==> src/design/rsd_pkg.sv <==
`timescale 1ns / 1ps

package rsd_pkg;

  // Command codes of an input item
  localparam logic [1:0] CMD_PIXEL = 2'd0;
  localparam logic [1:0] CMD_FLUSH = 2'd1;
  localparam logic [1:0] CMD_FRAME = 2'd2;

  // Frame geometry that does not vary
  localparam int unsigned SRC_LINES = 224;
  localparam int unsigned OUT_ROWS  = 128;

  // Reset value of the crop offset register
  localparam logic [5:0] CROP_RESET = 6'd16;

  // Division by 7: (v * RECIP7) >> RECIP7_SHIFT is exact for v < 1800
  localparam int unsigned RECIP7       = 2341;
  localparam int unsigned RECIP7_SHIFT = 14;

  // Per-channel halving mask for RGB565
  localparam logic [15:0] HALF_MASK = 16'hF7DE;

  // Queue between front and back
  localparam int unsigned QUEUE_DEPTH = 4;
  localparam int unsigned QUEUE_AW    = 2;

  // Column and row fields of a back-end operation
  localparam int unsigned IDX_W = 8;
  localparam int unsigned ROW_W = 7;

  typedef struct packed {
    logic [1:0]  command;
    logic [8:0]  source_line;
    logic [7:0]  column;
    logic [15:0] pixel_in;
  } in_item_t;

  typedef struct packed {
    logic [6:0]  out_row;
    logic [6:0]  out_col;
    logic [15:0] out_pixel;
  } out_item_t;

  typedef enum logic [1:0] {
    OP_BLEND,
    OP_STORE,
    OP_FLUSH
  } op_kind_e;

  typedef struct packed {
    op_kind_e          kind;
    logic              emit;
    logic [ROW_W-1:0]  row;
    logic [IDX_W-1:0]  col;
    logic [15:0]       pix;
  } bk_op_t;

  // Masked halving average of two RGB565 pixels
  function automatic logic [15:0] avg565(logic [15:0] a, logic [15:0] b);
    logic [15:0] half;
    half   = ((a ^ b) & HALF_MASK) >> 1;
    avg565 = half + (a & b);
  endfunction

endpackage

==> src/design/rsd_ram.sv <==
`timescale 1ns / 1ps

module rsd_ram #(
  parameter int unsigned WIDTH = 16,
  parameter int unsigned DEPTH = 128
) (
  input  logic                     clk_i,
  input  logic                     we_i,
  input  logic [$clog2(DEPTH)-1:0] waddr_i,
  input  logic [WIDTH-1:0]         wdata_i,
  input  logic                     re_i,
  input  logic [$clog2(DEPTH)-1:0] raddr_i,
  output logic [WIDTH-1:0]         rdata_o
);

  logic [WIDTH-1:0] mem_q [DEPTH];
  logic [WIDTH-1:0] rdata_q;

  // Read returns the old contents when the same entry is written
  always_ff @(posedge clk_i) begin
    if (re_i) begin
      rdata_q <= mem_q[raddr_i];
    end
    if (we_i) begin
      mem_q[waddr_i] <= wdata_i;
    end
  end

  assign rdata_o = rdata_q;

endmodule

==> src/design/rsd_front.sv <==
`timescale 1ns / 1ps

module rsd_front import rsd_pkg::*; #(
  parameter int unsigned OUT_WIDTH = 128
) (
  input  logic       clk_i,
  input  logic       rst_ni,
  input  logic       in_valid_i,
  input  in_item_t   in_data_i,
  input  logic       queue_full_i,
  input  logic [5:0] crop_offset_i,
  output logic       push_valid_o,
  output bk_op_t     push_op_o
);

  localparam int unsigned NW  = $clog2(OUT_WIDTH + 1);
  localparam int unsigned SXW = NW + 4;

  logic              pend_valid_q, pend_valid_d;
  logic [ROW_W-1:0]  pend_row_q, pend_row_d;
  logic              blends_q, blends_d;
  logic [ROW_W-1:0]  cur_row_q, cur_row_d;
  logic [15:0]       prev_pix_q, prev_pix_d;
  logic [NW-1:0]     next_col_q, next_col_d;

  logic              accept;
  logic [8:0]        line_m1;
  logic [22:0]       row_prod;
  logic [8:0]        row_full;
  logic              line_used;
  logic              line_start;
  logic [ROW_W-1:0]  row_eff;
  logic              blends_eff;
  logic [NW-1:0]     ox;
  logic [NW+2:0]     ox7;
  logic [SXW-1:0]    sx_plus1;
  logic              col_match;
  logic              ox_in_range;
  logic              ox_last;
  logic [15:0]       hpix;

  assign accept = in_valid_i && !queue_full_i;

  // Map source line to output row: (line-1)*4/7 by reciprocal multiply
  assign line_m1  = in_data_i.source_line - 9'd1;
  assign row_prod = 23'({line_m1, 2'b00}) * 23'(RECIP7);
  assign row_full = 9'(row_prod >> RECIP7_SHIFT);
  assign line_used = (in_data_i.source_line != 9'd0)
                  && (in_data_i.source_line <= 9'(SRC_LINES))
                  && (row_full < 9'(OUT_ROWS));

  // Line start overrides row, column counter and blend mode
  assign line_start = (in_data_i.column == 8'd0);
  assign row_eff    = line_start ? ROW_W'(row_full) : cur_row_q;
  assign blends_eff = line_start ? (pend_valid_q && (pend_row_q == ROW_W'(row_full)))
                                 : blends_q;
  assign ox         = line_start ? '0 : next_col_q;

  // Source column that completes output column ox
  assign ox7       = {ox, 3'b000} - (NW+3)'(ox);
  assign sx_plus1  = SXW'(ox7 >> 2) + SXW'(crop_offset_i) + SXW'(1);
  assign col_match = (SXW'(in_data_i.column) == sx_plus1);
  assign ox_in_range = (ox < NW'(OUT_WIDTH));
  assign ox_last     = (ox == NW'(OUT_WIDTH - 1));
  assign hpix        = avg565(prev_pix_q, in_data_i.pixel_in);

  // Classify the item and advance line state
  always_comb begin
    pend_valid_d = pend_valid_q;
    pend_row_d   = pend_row_q;
    blends_d     = blends_q;
    cur_row_d    = cur_row_q;
    prev_pix_d   = prev_pix_q;
    next_col_d   = next_col_q;
    push_valid_o = 1'b0;
    push_op_o    = '{kind: OP_FLUSH, emit: 1'b0, row: '0, col: '0, pix: '0};
    if (accept) begin
      unique case (in_data_i.command)
        CMD_FRAME: begin
          pend_valid_d = 1'b0;
          blends_d     = 1'b0;
          next_col_d   = '0;
        end
        CMD_FLUSH: begin
          if (pend_valid_q && ({1'b0, in_data_i.column} < 9'(OUT_WIDTH))) begin
            push_valid_o  = 1'b1;
            push_op_o.kind = OP_FLUSH;
            push_op_o.emit = 1'b1;
            push_op_o.row  = pend_row_q;
            push_op_o.col  = in_data_i.column;
            if ({1'b0, in_data_i.column} == 9'(OUT_WIDTH - 1)) begin
              pend_valid_d = 1'b0;
            end
          end
        end
        CMD_PIXEL: begin
          if (line_used) begin
            prev_pix_d = in_data_i.pixel_in;
            cur_row_d  = row_eff;
            blends_d   = blends_eff;
            next_col_d = ox;
            if (ox_in_range && col_match) begin
              push_valid_o   = 1'b1;
              push_op_o.kind = blends_eff ? OP_BLEND : OP_STORE;
              push_op_o.emit = blends_eff || pend_valid_q;
              push_op_o.row  = blends_eff ? row_eff : pend_row_q;
              push_op_o.col  = IDX_W'(ox);
              push_op_o.pix  = hpix;
              next_col_d     = ox + NW'(1);
              if (ox_last) begin
                if (blends_eff) begin
                  pend_valid_d = 1'b0;
                end else begin
                  pend_valid_d = 1'b1;
                  pend_row_d   = row_eff;
                end
              end
            end
          end
        end
        default: begin
        end
      endcase
    end
  end

  always_ff @(posedge clk_i or negedge rst_ni) begin
    if (!rst_ni) begin
      pend_valid_q <= 1'b0;
      pend_row_q   <= '0;
      blends_q     <= 1'b0;
      cur_row_q    <= '0;
      prev_pix_q   <= '0;
      next_col_q   <= '0;
    end else begin
      pend_valid_q <= pend_valid_d;
      pend_row_q   <= pend_row_d;
      blends_q     <= blends_d;
      cur_row_q    <= cur_row_d;
      prev_pix_q   <= prev_pix_d;
      next_col_q   <= next_col_d;
    end
  end

endmodule

==> src/design/rsd_queue.sv <==
`timescale 1ns / 1ps

module rsd_queue import rsd_pkg::*; (
  input  logic   clk_i,
  input  logic   rst_ni,
  input  logic   push_i,
  input  bk_op_t push_op_i,
  input  logic   pop_i,
  output logic   full_o,
  output logic   valid_o,
  output bk_op_t head_o
);

  bk_op_t                slot_q [QUEUE_DEPTH];
  logic [QUEUE_AW-1:0]   wr_ptr_q, wr_ptr_d;
  logic [QUEUE_AW-1:0]   rd_ptr_q, rd_ptr_d;
  logic [QUEUE_AW:0]     count_q, count_d;
  logic                  do_push;
  logic                  do_pop;

  assign full_o  = (count_q == (QUEUE_AW+1)'(QUEUE_DEPTH));
  assign valid_o = (count_q != '0);
  assign head_o  = slot_q[rd_ptr_q];
  assign do_push = push_i && !full_o;
  assign do_pop  = pop_i && valid_o;

  // Advance pointers and occupancy
  always_comb begin
    wr_ptr_d = do_push ? wr_ptr_q + QUEUE_AW'(1) : wr_ptr_q;
    rd_ptr_d = do_pop  ? rd_ptr_q + QUEUE_AW'(1) : rd_ptr_q;
    count_d  = count_q;
    if (do_push && !do_pop) begin
      count_d = count_q + (QUEUE_AW+1)'(1);
    end else if (do_pop && !do_push) begin
      count_d = count_q - (QUEUE_AW+1)'(1);
    end
  end

  always_ff @(posedge clk_i or negedge rst_ni) begin
    if (!rst_ni) begin
      wr_ptr_q <= '0;
      rd_ptr_q <= '0;
      count_q  <= '0;
    end else begin
      wr_ptr_q <= wr_ptr_d;
      rd_ptr_q <= rd_ptr_d;
      count_q  <= count_d;
    end
  end

  // Store the pushed operation
  always_ff @(posedge clk_i) begin
    if (do_push) begin
      slot_q[wr_ptr_q] <= push_op_i;
    end
  end

endmodule

==> src/design/rsd_back.sv <==
`timescale 1ns / 1ps

module rsd_back import rsd_pkg::*; #(
  parameter int unsigned OUT_WIDTH = 128
) (
  input  logic      clk_i,
  input  logic      rst_ni,
  input  logic      op_valid_i,
  input  bk_op_t    op_i,
  output logic      op_pop_o,
  output logic      out_valid_o,
  input  logic      out_stall_i,
  output out_item_t out_data_o
);

  localparam int unsigned AW = $clog2(OUT_WIDTH);

  logic        b_valid_q, b_valid_d;
  bk_op_t      b_op_q;
  logic        out_valid_q, out_valid_d;
  out_item_t   out_data_q;
  logic        c_ready;
  logic        b_adv;
  logic [15:0] stored;
  logic [15:0] pix_res;

  assign c_ready  = !out_valid_q || !out_stall_i;
  assign b_adv    = !b_valid_q || c_ready;
  assign op_pop_o = op_valid_i && b_adv;

  // Row store: read the column, write the new first-line value on store ops
  rsd_ram #(
    .WIDTH(16),
    .DEPTH(OUT_WIDTH)
  ) u_row_store (
    .clk_i  (clk_i),
    .we_i   (op_pop_o && (op_i.kind == OP_STORE)),
    .waddr_i(AW'(op_i.col)),
    .wdata_i(op_i.pix),
    .re_i   (op_pop_o),
    .raddr_i(AW'(op_i.col)),
    .rdata_o(stored)
  );

  // Blend vertically or pass the stored value through
  assign pix_res = (b_op_q.kind == OP_BLEND) ? avg565(stored, b_op_q.pix) : stored;

  always_comb begin
    b_valid_d   = op_pop_o ? 1'b1 : (c_ready ? 1'b0 : b_valid_q);
    out_valid_d = c_ready ? (b_valid_q && b_op_q.emit) : out_valid_q;
  end

  always_ff @(posedge clk_i or negedge rst_ni) begin
    if (!rst_ni) begin
      b_valid_q   <= 1'b0;
      out_valid_q <= 1'b0;
    end else begin
      b_valid_q   <= b_valid_d;
      out_valid_q <= out_valid_d;
    end
  end

  // Hold payloads while stalled
  always_ff @(posedge clk_i) begin
    if (op_pop_o) begin
      b_op_q <= op_i;
    end
    if (c_ready && b_valid_q) begin
      out_data_q.out_row   <= 7'(b_op_q.row);
      out_data_q.out_col   <= 7'(b_op_q.col);
      out_data_q.out_pixel <= pix_res;
    end
  end

  assign out_valid_o = out_valid_q;
  assign out_data_o  = out_data_q;

endmodule

==> src/design/rgb565_scanline_downscaler_core.sv <==
`timescale 1ns / 1ps

// RGB565 scanline downscaler: takes one source item per clock and writes out
// 7:4 subsampled, 2x2 box-averaged framebuffer pixels. Sustained rate is one
// item per cycle, set by the single read port of the row store RAM that every
// producing item reads once. A result passes through the queue, the RAM read
// register and the output register; a four-entry queue between the
// line-tracking front end and the row store back end absorbs output stalls,
// and the input stalls only when that queue is full. The row store has no
// clearing pass and needs no start-up time. Write crop_offset only while idle.
module rgb565_scanline_downscaler_core import rsd_pkg::*; #(
  parameter int unsigned OUT_WIDTH = 128
) (
  input  logic       clk_i,
  input  logic       rst_ni,
  input  logic       in_valid_i,
  output logic       in_stall_o,
  input  in_item_t   in_data_i,
  output logic       out_valid_o,
  input  logic       out_stall_i,
  output out_item_t  out_data_o,
  input  logic       cfg_valid_i,
  output logic       cfg_ready_o,
  input  logic [5:0] cfg_data_i
);

  logic [5:0] crop_q;
  logic       q_full;
  logic       q_valid;
  logic       q_pop;
  logic       push_valid;
  bk_op_t     push_op;
  bk_op_t     head_op;

  // Crop offset register
  assign cfg_ready_o = 1'b1;
  always_ff @(posedge clk_i or negedge rst_ni) begin
    if (!rst_ni) begin
      crop_q <= CROP_RESET;
    end else if (cfg_valid_i && cfg_ready_o) begin
      crop_q <= cfg_data_i;
    end
  end

  assign in_stall_o = q_full;

  rsd_front #(
    .OUT_WIDTH(OUT_WIDTH)
  ) u_front (
    .clk_i        (clk_i),
    .rst_ni       (rst_ni),
    .in_valid_i   (in_valid_i),
    .in_data_i    (in_data_i),
    .queue_full_i (q_full),
    .crop_offset_i(crop_q),
    .push_valid_o (push_valid),
    .push_op_o    (push_op)
  );

  rsd_queue u_queue (
    .clk_i    (clk_i),
    .rst_ni   (rst_ni),
    .push_i   (push_valid),
    .push_op_i(push_op),
    .pop_i    (q_pop),
    .full_o   (q_full),
    .valid_o  (q_valid),
    .head_o   (head_op)
  );

  rsd_back #(
    .OUT_WIDTH(OUT_WIDTH)
  ) u_back (
    .clk_i      (clk_i),
    .rst_ni     (rst_ni),
    .op_valid_i (q_valid),
    .op_i       (head_op),
    .op_pop_o   (q_pop),
    .out_valid_o(out_valid_o),
    .out_stall_i(out_stall_i),
    .out_data_o (out_data_o)
  );

  // A configuration write lands in the crop register on the next cycle
  a_cfg_write: assert property (@(posedge clk_i) disable iff (!rst_ni)
    cfg_valid_i && cfg_ready_o |=> crop_q == $past(cfg_data_i))
    else $error("crop offset not updated by configuration write");

  // The front never pushes into a full queue
  a_no_overflow: assert property (@(posedge clk_i) disable iff (!rst_ni)
    push_valid |-> !q_full)
    else $error("operation pushed into full queue");

  // The back end pops only real operations
  a_pop_valid: assert property (@(posedge clk_i) disable iff (!rst_ni)
    q_pop |-> q_valid)
    else $error("pop from empty queue");

  // An accepted item that produces an operation is queued in the same cycle
  a_push_on_accept: assert property (@(posedge clk_i) disable iff (!rst_ni)
    push_valid |-> in_valid_i && !in_stall_o)
    else $error("operation pushed without an accepted item");

endmodule
==> config.mk <==
export PLATFORM = sky130hd
export DESIGN_NAME = rgb565_scanline_downscaler_core
export DESIGN_NICKNAME = d
export VERILOG_FILES = /design/src/design/rsd_pkg.sv /design/src/design/rsd_ram.sv /design/src/design/rsd_front.sv /design/src/design/rsd_queue.sv /design/src/design/rsd_back.sv /design/src/design/rgb565_scanline_downscaler_core.sv
export SDC_FILE = /design/constraint.sdc
export NUM_CORES = 2
export LEC_CHECK = 0
export CELL_PAD_IN_SITES_DETAIL_PLACEMENT = 1
export CELL_PAD_IN_SITES_GLOBAL_PLACEMENT = 1
export CORE_MARGIN = 8
export CORE_UTILIZATION = 50
export CTS_CLUSTER_DIAMETER = 50
export DETAILED_ROUTE_END_ITERATION = 8
export DONT_BUFFER_PORTS = 1
export HOLD_SLACK_MARGIN = 0.02
export MAX_ROUTING_LAYER = met4
export PLACE_DENSITY_LB_ADDON = 0.2
export SLEW_MARGIN = 20
export SYNTH_ARGS = -nofsm -noshare
export SYNTH_HDL_FRONTEND = slang
export SYNTH_SLANG_ARGS = --single-unit
==> constraint.sdc <==
create_clock -name clk_i -period 7.1 [get_ports clk_i]
set_input_delay 1.065 -clock clk_i [delete_from_list [all_inputs] [get_ports clk_i]]
set_output_delay 1.065 -clock clk_i [all_outputs]
set_load 0.02 [all_outputs]
* Yosys cells after proc, flatten, opt, wreduce, memory -nomap -nowiden
Memories as Yosys holds them, arrays and structs flattened. A register that Yosys moved wholly into a read port is not among the register bits.
Index checks and enable logic that the tools add are counted.
** Word-level totals
- Flip-flop bits (word level) :: 118
- Bits in writable memories :: 2184
- Word-level logic and storage cells :: 129
- Memories kept :: 2
** Memory list
- u_back.u_row_store.mem_q :: words 128, width 16, rd ports 1, clocked after Yosys merged registers in 1, write ports 1, line rsd_ram.sv:16 : logic [WIDTH-1:0] mem_q [DEPTH];
- u_queue.slot_q :: words 4, width 34, rd ports 1, clocked after Yosys merged registers in 0, write ports 1, line rsd_queue.sv:14 : bk_op_t slot_q [QUEUE_DEPTH];
** Cells by class
- $add $sub $neg :: 11
- Multiply operators :: 1
- $lt $le $gt $ge :: 4
- Equality and inequality tests :: 13
- Multiplexer cells :: 37
- Bitwise logic cells :: 5
- Reduce and logical (&&, ||, !) cells :: 36
** Operators with widths (number)
- 2-to-1 mux 34 bit :: 3
- 2-to-1 mux 16 bit :: 3
- one-hot mux 18 bit (2 select lines) :: 1
- adder 15 x 16 -> 16 bit :: 2
- bitwise AND 16 bit :: 2
- XOR 16 bit :: 2
- 2-to-1 mux 8 bit :: 3
- multiplier 9 x 12 -> 21 bit, second input constant :: 1
- 2-to-1 mux 1 bit :: 19
- == test 8 x 7 -> 1 bit, second input constant :: 2
- less-than comparator 8 bit, second input constant :: 2
- one-hot mux 8 bit (2 select lines) :: 1
- logical AND 1 bit :: 14
- 2-to-1 mux 7 bit :: 2
- adder 12 x 1 -> 12 bit, second input constant :: 1
- == test 8 x 12 -> 1 bit :: 1
- subtractor 11 x 8 -> 11 bit :: 1
- adder 9 x 6 -> 10 bit :: 1
- inequality test 2 x 1 -> 1 bit, second input constant :: 5
- <= comparator 9 x 8 -> 1 bit, second input constant :: 1
- less-than comparator 9 x 8 -> 1 bit, second input constant :: 1
- nonzero test 9 bit :: 1
- subtractor 9 x 1 -> 9 bit, second input constant :: 1
- adder 8 x 1 -> 8 bit, second input constant :: 1
- other kinds (20) :: 36

* Longest topological paths before layout
- Depth in word-level cells :: 16
- Mapped depth :: 30

* Modules after synthesis
From an unflattened synthesis, not the netlist that was laid out.
** Unflattened totals
- Cells, all modules :: 4212
- Area, all modules :: 92884.1 sq um
** By module, submodules not included
- rsd_ram :: times used 1, cells each 3086, area an instance 78683.0 sq um
- rsd_front :: times used 1, cells each 693, area an instance 5574.1 sq um
- rsd_queue :: times used 1, cells each 213, area an instance 5385.2 sq um
- rsd_back :: times used 1, cells each 205, area an instance 2977.9 sq um
- rgb565_scanline_downscaler_core :: times used 1, cells each 15, area an instance 264.0 sq um

* Least setup slack after synthesis
Ideal clock, no wire load.
- Path kind :: input port to flip-flop
- Start :: input in_data_i[23] (netlist name)
- End :: memory u_queue.slot_q[0][0] (netlist name) (enable)
- Setup time :: 393 ps
- Data arrival time :: 7058 ps
- Required time :: 6707 ps
- Setup slack :: -351 ps
- Stages on the path :: 22
- Path through :: buf_2 -> nor4_1 -> nand2_1 -> clkbuf_1 -> nand2_1 -> ha_1 -> clkbuf_1 -> a211oi_1 -> o311ai_1 -> xor2_1 -> ha_1 -> clkbuf_1 -> or4b_2 -> o2111ai_1 -> nand4_1 -> xor2_1 -> xnor3_1 -> and4b_1 -> nor3b_1 -> nand4_1 -> o21ai_2 -> and2_1
** Between the ends
- Longest elaborated chain between the ends :: 14
- Elaborated cells between the ends (all ways) :: 18
- Classes of those cells :: 3 x add/sub; 2 x order compare; 1 x eq/ne; 8 x mux; 4 x reduce/logical
** RTL lines
- start, declared :: line rgb565_scanline_downscaler_core.sv:18 : input in_item_t in_data_i,
- zero test 8 bit :: line rsd_front.sv:53 : assign line_start = (in_data_i.column == 8'd0);
- 2-to-1 mux 8 bit :: line rsd_front.sv:57 : assign ox = line_start ? '0 : next_col_q;
- subtractor 11 x 8 -> 11 bit :: line rsd_front.sv:60 : assign ox7 = {ox, 3'b000} - (NW+3)'(ox);
- adder 9 x 6 -> 10 bit :: line rsd_front.sv:61 : assign sx_plus1 = SXW'(ox7 >> 2) + SXW'(crop_offset_i) + SXW'(1);
- adder 12 x 1 -> 12 bit :: line rsd_front.sv:61
- == test 8 x 12 -> 1 bit :: line rsd_front.sv:62 : assign col_match = (SXW'(in_data_i.column) == sx_plus1);
- logical AND 1 bit :: line rsd_front.sv:102 : if (ox_in_range && col_match) begin
- 2-to-1 mux 1 bit :: line rsd_front.sv:102
- 2-to-1 mux 1 bit :: line rsd_front.sv:97 : if (line_used) begin
- one-hot mux 1 bit (2 select lines) * :: line rsd_front.sv:78 : unique case (in_data_i.command)
- 2-to-1 mux 1 bit * :: line rsd_front.sv:77 : if (accept) begin
- logical AND 1 bit * :: line rsd_queue.sv:24 : assign do_push = push_i && !full_o;
- net u_queue.do_push :: line rsd_queue.sv:18 : logic do_push;
- 2-to-1 mux 1 bit * :: line rsd_queue.sv:53 : if (do_push) begin
- 2-to-1 mux 1 bit (implied by the code) * :: line rsd_queue.sv:54 : slot_q[wr_ptr_q] <= push_op_i;
- end, declared :: line rsd_queue.sv:14
Mark *: on every way through the listed nets, which the timed path passes. The rest lies on a longest branch.

* Worst setup path after layout
- Start :: input in_data_i[17] (netlist name)
- End :: register u_queue.count_q[2]
** Between the ends
- Longest elaborated chain between the ends :: 15
- Elaborated cells between the ends (all ways) :: 21
- Classes of those cells :: 3 x add/sub; 2 x order compare; 1 x eq/ne; 7 x mux; 8 x reduce/logical
** RTL lines
- zero test 8 bit :: line rsd_front.sv:53
- 2-to-1 mux 8 bit :: line rsd_front.sv:57
- subtractor 11 x 8 -> 11 bit :: line rsd_front.sv:60
- adder 9 x 6 -> 10 bit :: line rsd_front.sv:61
- adder 12 x 1 -> 12 bit :: line rsd_front.sv:61
- == test 8 x 12 -> 1 bit :: line rsd_front.sv:62
- logical AND 1 bit :: line rsd_front.sv:102
- 2-to-1 mux 1 bit :: line rsd_front.sv:102
- 2-to-1 mux 1 bit :: line rsd_front.sv:97
- one-hot mux 1 bit (2 select lines) * :: line rsd_front.sv:78
- 2-to-1 mux 1 bit * :: line rsd_front.sv:77
- logical AND 1 bit * :: line rsd_queue.sv:24
- net u_queue.do_push :: line rsd_queue.sv:18
- zero test 1 bit :: line rsd_queue.sv:34 : end else if (do_pop && !do_push) begin
- logical AND 1 bit :: line rsd_queue.sv:34
- nonzero test 2 bit (no line)
- end signal, assigned :: line rsd_queue.sv:47 : count_q <= count_d;
- end, declared :: line rsd_queue.sv:17 : logic [QUEUE_AW:0] count_q, count_d;
Marks and branches as above.
A chain may end at the register's enable or synchronous reset.

==> results by group <==
Placed design
  – Placed insts: 7405
  – Final GP Congestion: 0.881
  – PortBufs: 0
  – Placed wire-length estimate: 165 mm
  – Place WS: -59.6 ps

Logic synthesis
  – Yosys warns: 0
  – Number of flops mapped to enable cells by yosys: 2259
  – Synth Instances: 5091
  – Yosys reg bits: 2314
  – Synth Flop Type: edfxtp_1
  – Synth top area share: 76.7%
  – Syn avg cell area: 17.4 um^2
  – Area leader, netlist: edfxtp_1
  – Synth cell types: 82
  – Syn Std Cell Area: 88400 um^2
  – Asr flop ratio synth: 2.38%
  – Post-synthesis sequential area ratio: 78.3%
  – Synth top area cells: edfxtp_1, a22oi_1, a22o_1
  – Syn Nets: 5271

STA
  – Final worst path period share: 90.4%
  – Worst slew pin tran: 1230 ps
  – Final WS setup: 680 ps
  – Relative slew slack: 17.1%
  – Min cycle time layout: 6420 ps
  – Final Hold Viols: 0
  – Skew final: 56.0 ps
  – WHS: 67.4 ps
  – Peak Freq: 0.156 GHz
  – Finish-stage setup viols: 0
  – Max Slew Vio Count: 0
  – Unrepaired setup endpoints after global routing: false

Power and ir drop
  – VDD IR max: 0.279 mV
  – Internal power: 0.0247 W
  – P per Cell Area: 362 nW/um^2
  – Seq pwr share: 44.0%
  – Pleak: 31.9 nW
  – Clk pwr share: 32.4%
  – Comb power frac: 23.7%
  – Switching pwr: 0.0115 W
  – Switch share: 31.8%

GRT
  – Largest net degree at the start of global routing: 97
  – Grt ovf: 0
  – First-pass GRT wire length: 393 mm
  – Total track usage: 28.9%
  – Initial antenna violation count: 9
  – Vias in the first global route: 53900

Die
  – Core ar.: 176000 um^2
  – Die Y: 437 um
  – Die Wd: 437 um
  – Die area: 191000 um^2
  – Row cnt: 154
  – Initial Util: 50.3%
  – Num ports: 79

Route
  – Routed wire length: 276 mm
  – Antenna-violating nets left: 0
  – DR pass1 iterations: 6
  – Wirelength per Cell: 35.2 um
  – First DRT Iteration DRCs: 6804
  – Residual DRC: 0
  – Vias per Instance: 6.73
  – Vias: 52700

Final layout
  – Commonest non-fill, non-tap cells in the layout: edfxtp_1, a22oi_1, buf_4
  – Footprint of the multi-input gates: 18100 um^2
  – Register area: 69200 um^2
  – Post-Layout Cell Count: 7837
  – Commonest non-fill, non-tap cell in the layout: edfxtp_1
  – Fillers: 15500
  – Layout Nets: 5481
  – Layout cell share with drive strength beyond 1: 13.0%
  – Area delta synth->final: 13.3%

CTS
  – CTS Sinks: 2314
  – TritonCTS buffer count: 231
  – Post CTS Setup Buffer Count: 0
  – Clk Latency, worst-skew pair: 870 ps
  – CTS resizes: 0
  – Max H-tree Level: 4
  – Clock transition at the registers of the reported paths: 60 ps
  – CTS tree: built
  – CTS Root Cell: clkbuf_16
  – Clk buf depth: 3

Critical path
  – CP Data Required Time: 7850 ps
  – Worst-path fanout max: 6
  – CP max-delay cell: or4b_2
  – CP Capture Type: flop
  – Worst setup SP type: primary input
  – Worst EP arrival: 7170 ps
  – Max stage delay on crit path: 630 ps
  – WS Path Type: primary input to flop

Min path
  – Tightest Hold Check Type: primary input to asynchronous set/reset pin

Outcome
  – Outcome: completed

Flow run
  – Max-cap violation count: 0
==> stage by stage <==
stage	util, %	area [um^2]	TNS [ps]	total power (W)
after detailed placement	52.8	92900	-329	0.0247
final	57.0	100000	0	0.0363
after global routing	57.0	100000	0	0.0372
after floorplan	-	88500	0	0.0207
after CTS	57.0	100000	0	0.0363
after global placement	52.8	92900	-31.2	0.0245
==> critical path, delay by kind of cell <==
family,cells,cell delay [ps]
simple gates,10,2350
buf+inv,4,490
xor+xnor,4,740
compound gates,7,1340
fa+ha+maj,4,1160
==> final cells by class <==
type                       instances  share of cell area [%]
clock buffer                     289                    6.09
inverter                          60                   0.225
multi-input combinational       2407                    18.0
clock inverter                   137                    1.14
timing repair buffer             287                    2.54
antenna                            3                 0.00749
tap                             2340                    2.92
sequential                      2314                    69.1
==> state kept, by name (all words and copies together), names as in the netlist <==
register	cells
u_back.u_row_store.mem_q	2048
u_queue.slot_q	132
u_back.b_op_q	33
u_back.out_data_o	30
u_back.u_row_store.rdata_o	16
u_front.prev_pix_q	16
u_front.next_col_q	8
u_front.cur_row_q	7
u_front.pend_row_q	7
crop_q	6
u_queue.count_q	3
u_queue.rd_ptr_q	2
u_queue.wr_ptr_q	2
u_back.b_valid_q	1
u_back.out_valid_o	1
u_front.blends_q	1
u_front.pend_valid_q	1
==> logic make-up (layout without fill, tap and decap cells) <==
group	count (synthesis)	count (layout)	synth area share [%]
other cells	1	4	0.00424
fa+ha+maj	134	134	2.01
flops	2314	2314	78.3
simple gates	682	682	3.77
mux	59	59	1.13
buf+inv	370	773	1.58
xor+xnor	74	74	0.780
compound gates	1457	1457	12.5
==> per-layer routing <==
| layer | global-route usage [%] | part of all wire, % |
|---|---|---|
| met4 | 11.7 | 4.7 |
| met1 | 38.3 | 39 |
| met2 | 44.9 | 47 |
| met5 | - | 0 |
| met3 | 4.98 | 8.8 |
==> power by group through the flow <==
stage,clock network (W),logic (W),registers [W]
4_1_cts,0.0119,0.00850,0.0160
3_5_place_dp,0,0.00842,0.0162
2_1_floorplan,0,0.00459,0.0161
5_1_grt,0.0123,0.00894,0.0160
3_3_place_gp,0,0.00825,0.0162
6_report,0.0117,0.00859,0.0160
==> cells in the mapped netlist, types with 39 or more instances <==
| cell | count |
|---|---|
| a31oi_1 | 151 |
| clkbuf_1 | 213 |
| xnor2_1 | 39 |
| a221oi_1 | 206 |
| buf_1 | 94 |
| edfxtp_1 | 2259 |
| a22oi_1 | 629 |
| nor2_1 | 212 |
| a22o_1 | 208 |
| nand4_1 | 142 |
| ha_1 | 121 |
| a21oi_1 | 78 |
| o21ai_0 | 51 |
| dfrtp_1 | 54 |
| inv_1 | 59 |
| nand2_1 | 152 |
==> path summary, 6_finish.rpt <==
check                           depth (start not counted)             startpoint                endpoint  slack [ps]
worst max-delay path                                   29          in_data_i[17]      u_queue.count_q[2]         680
worst min-delay path                                    1                 rst_ni  u_front.prev_pix_q[15]          70
worst max register to register                         27  u_front.next_col_q[1]      u_queue.count_q[2]         870
worst min register to register                          0      u_back.b_op_q[27]   u_back.out_data_o[26]         420
max in group asynchronous                               1                 rst_ni               crop_q[4]        6080
min in group clk_i                                      2          in_data_i[11]  u_front.prev_pix_q[11]         330
==> timing repair <==
action,in CTS,in global routing
endpoints found under the hold margin,54,0
endpoints found under the setup margin,0,0
hold buffers,2,0
(Power assumes the default switching activity.)
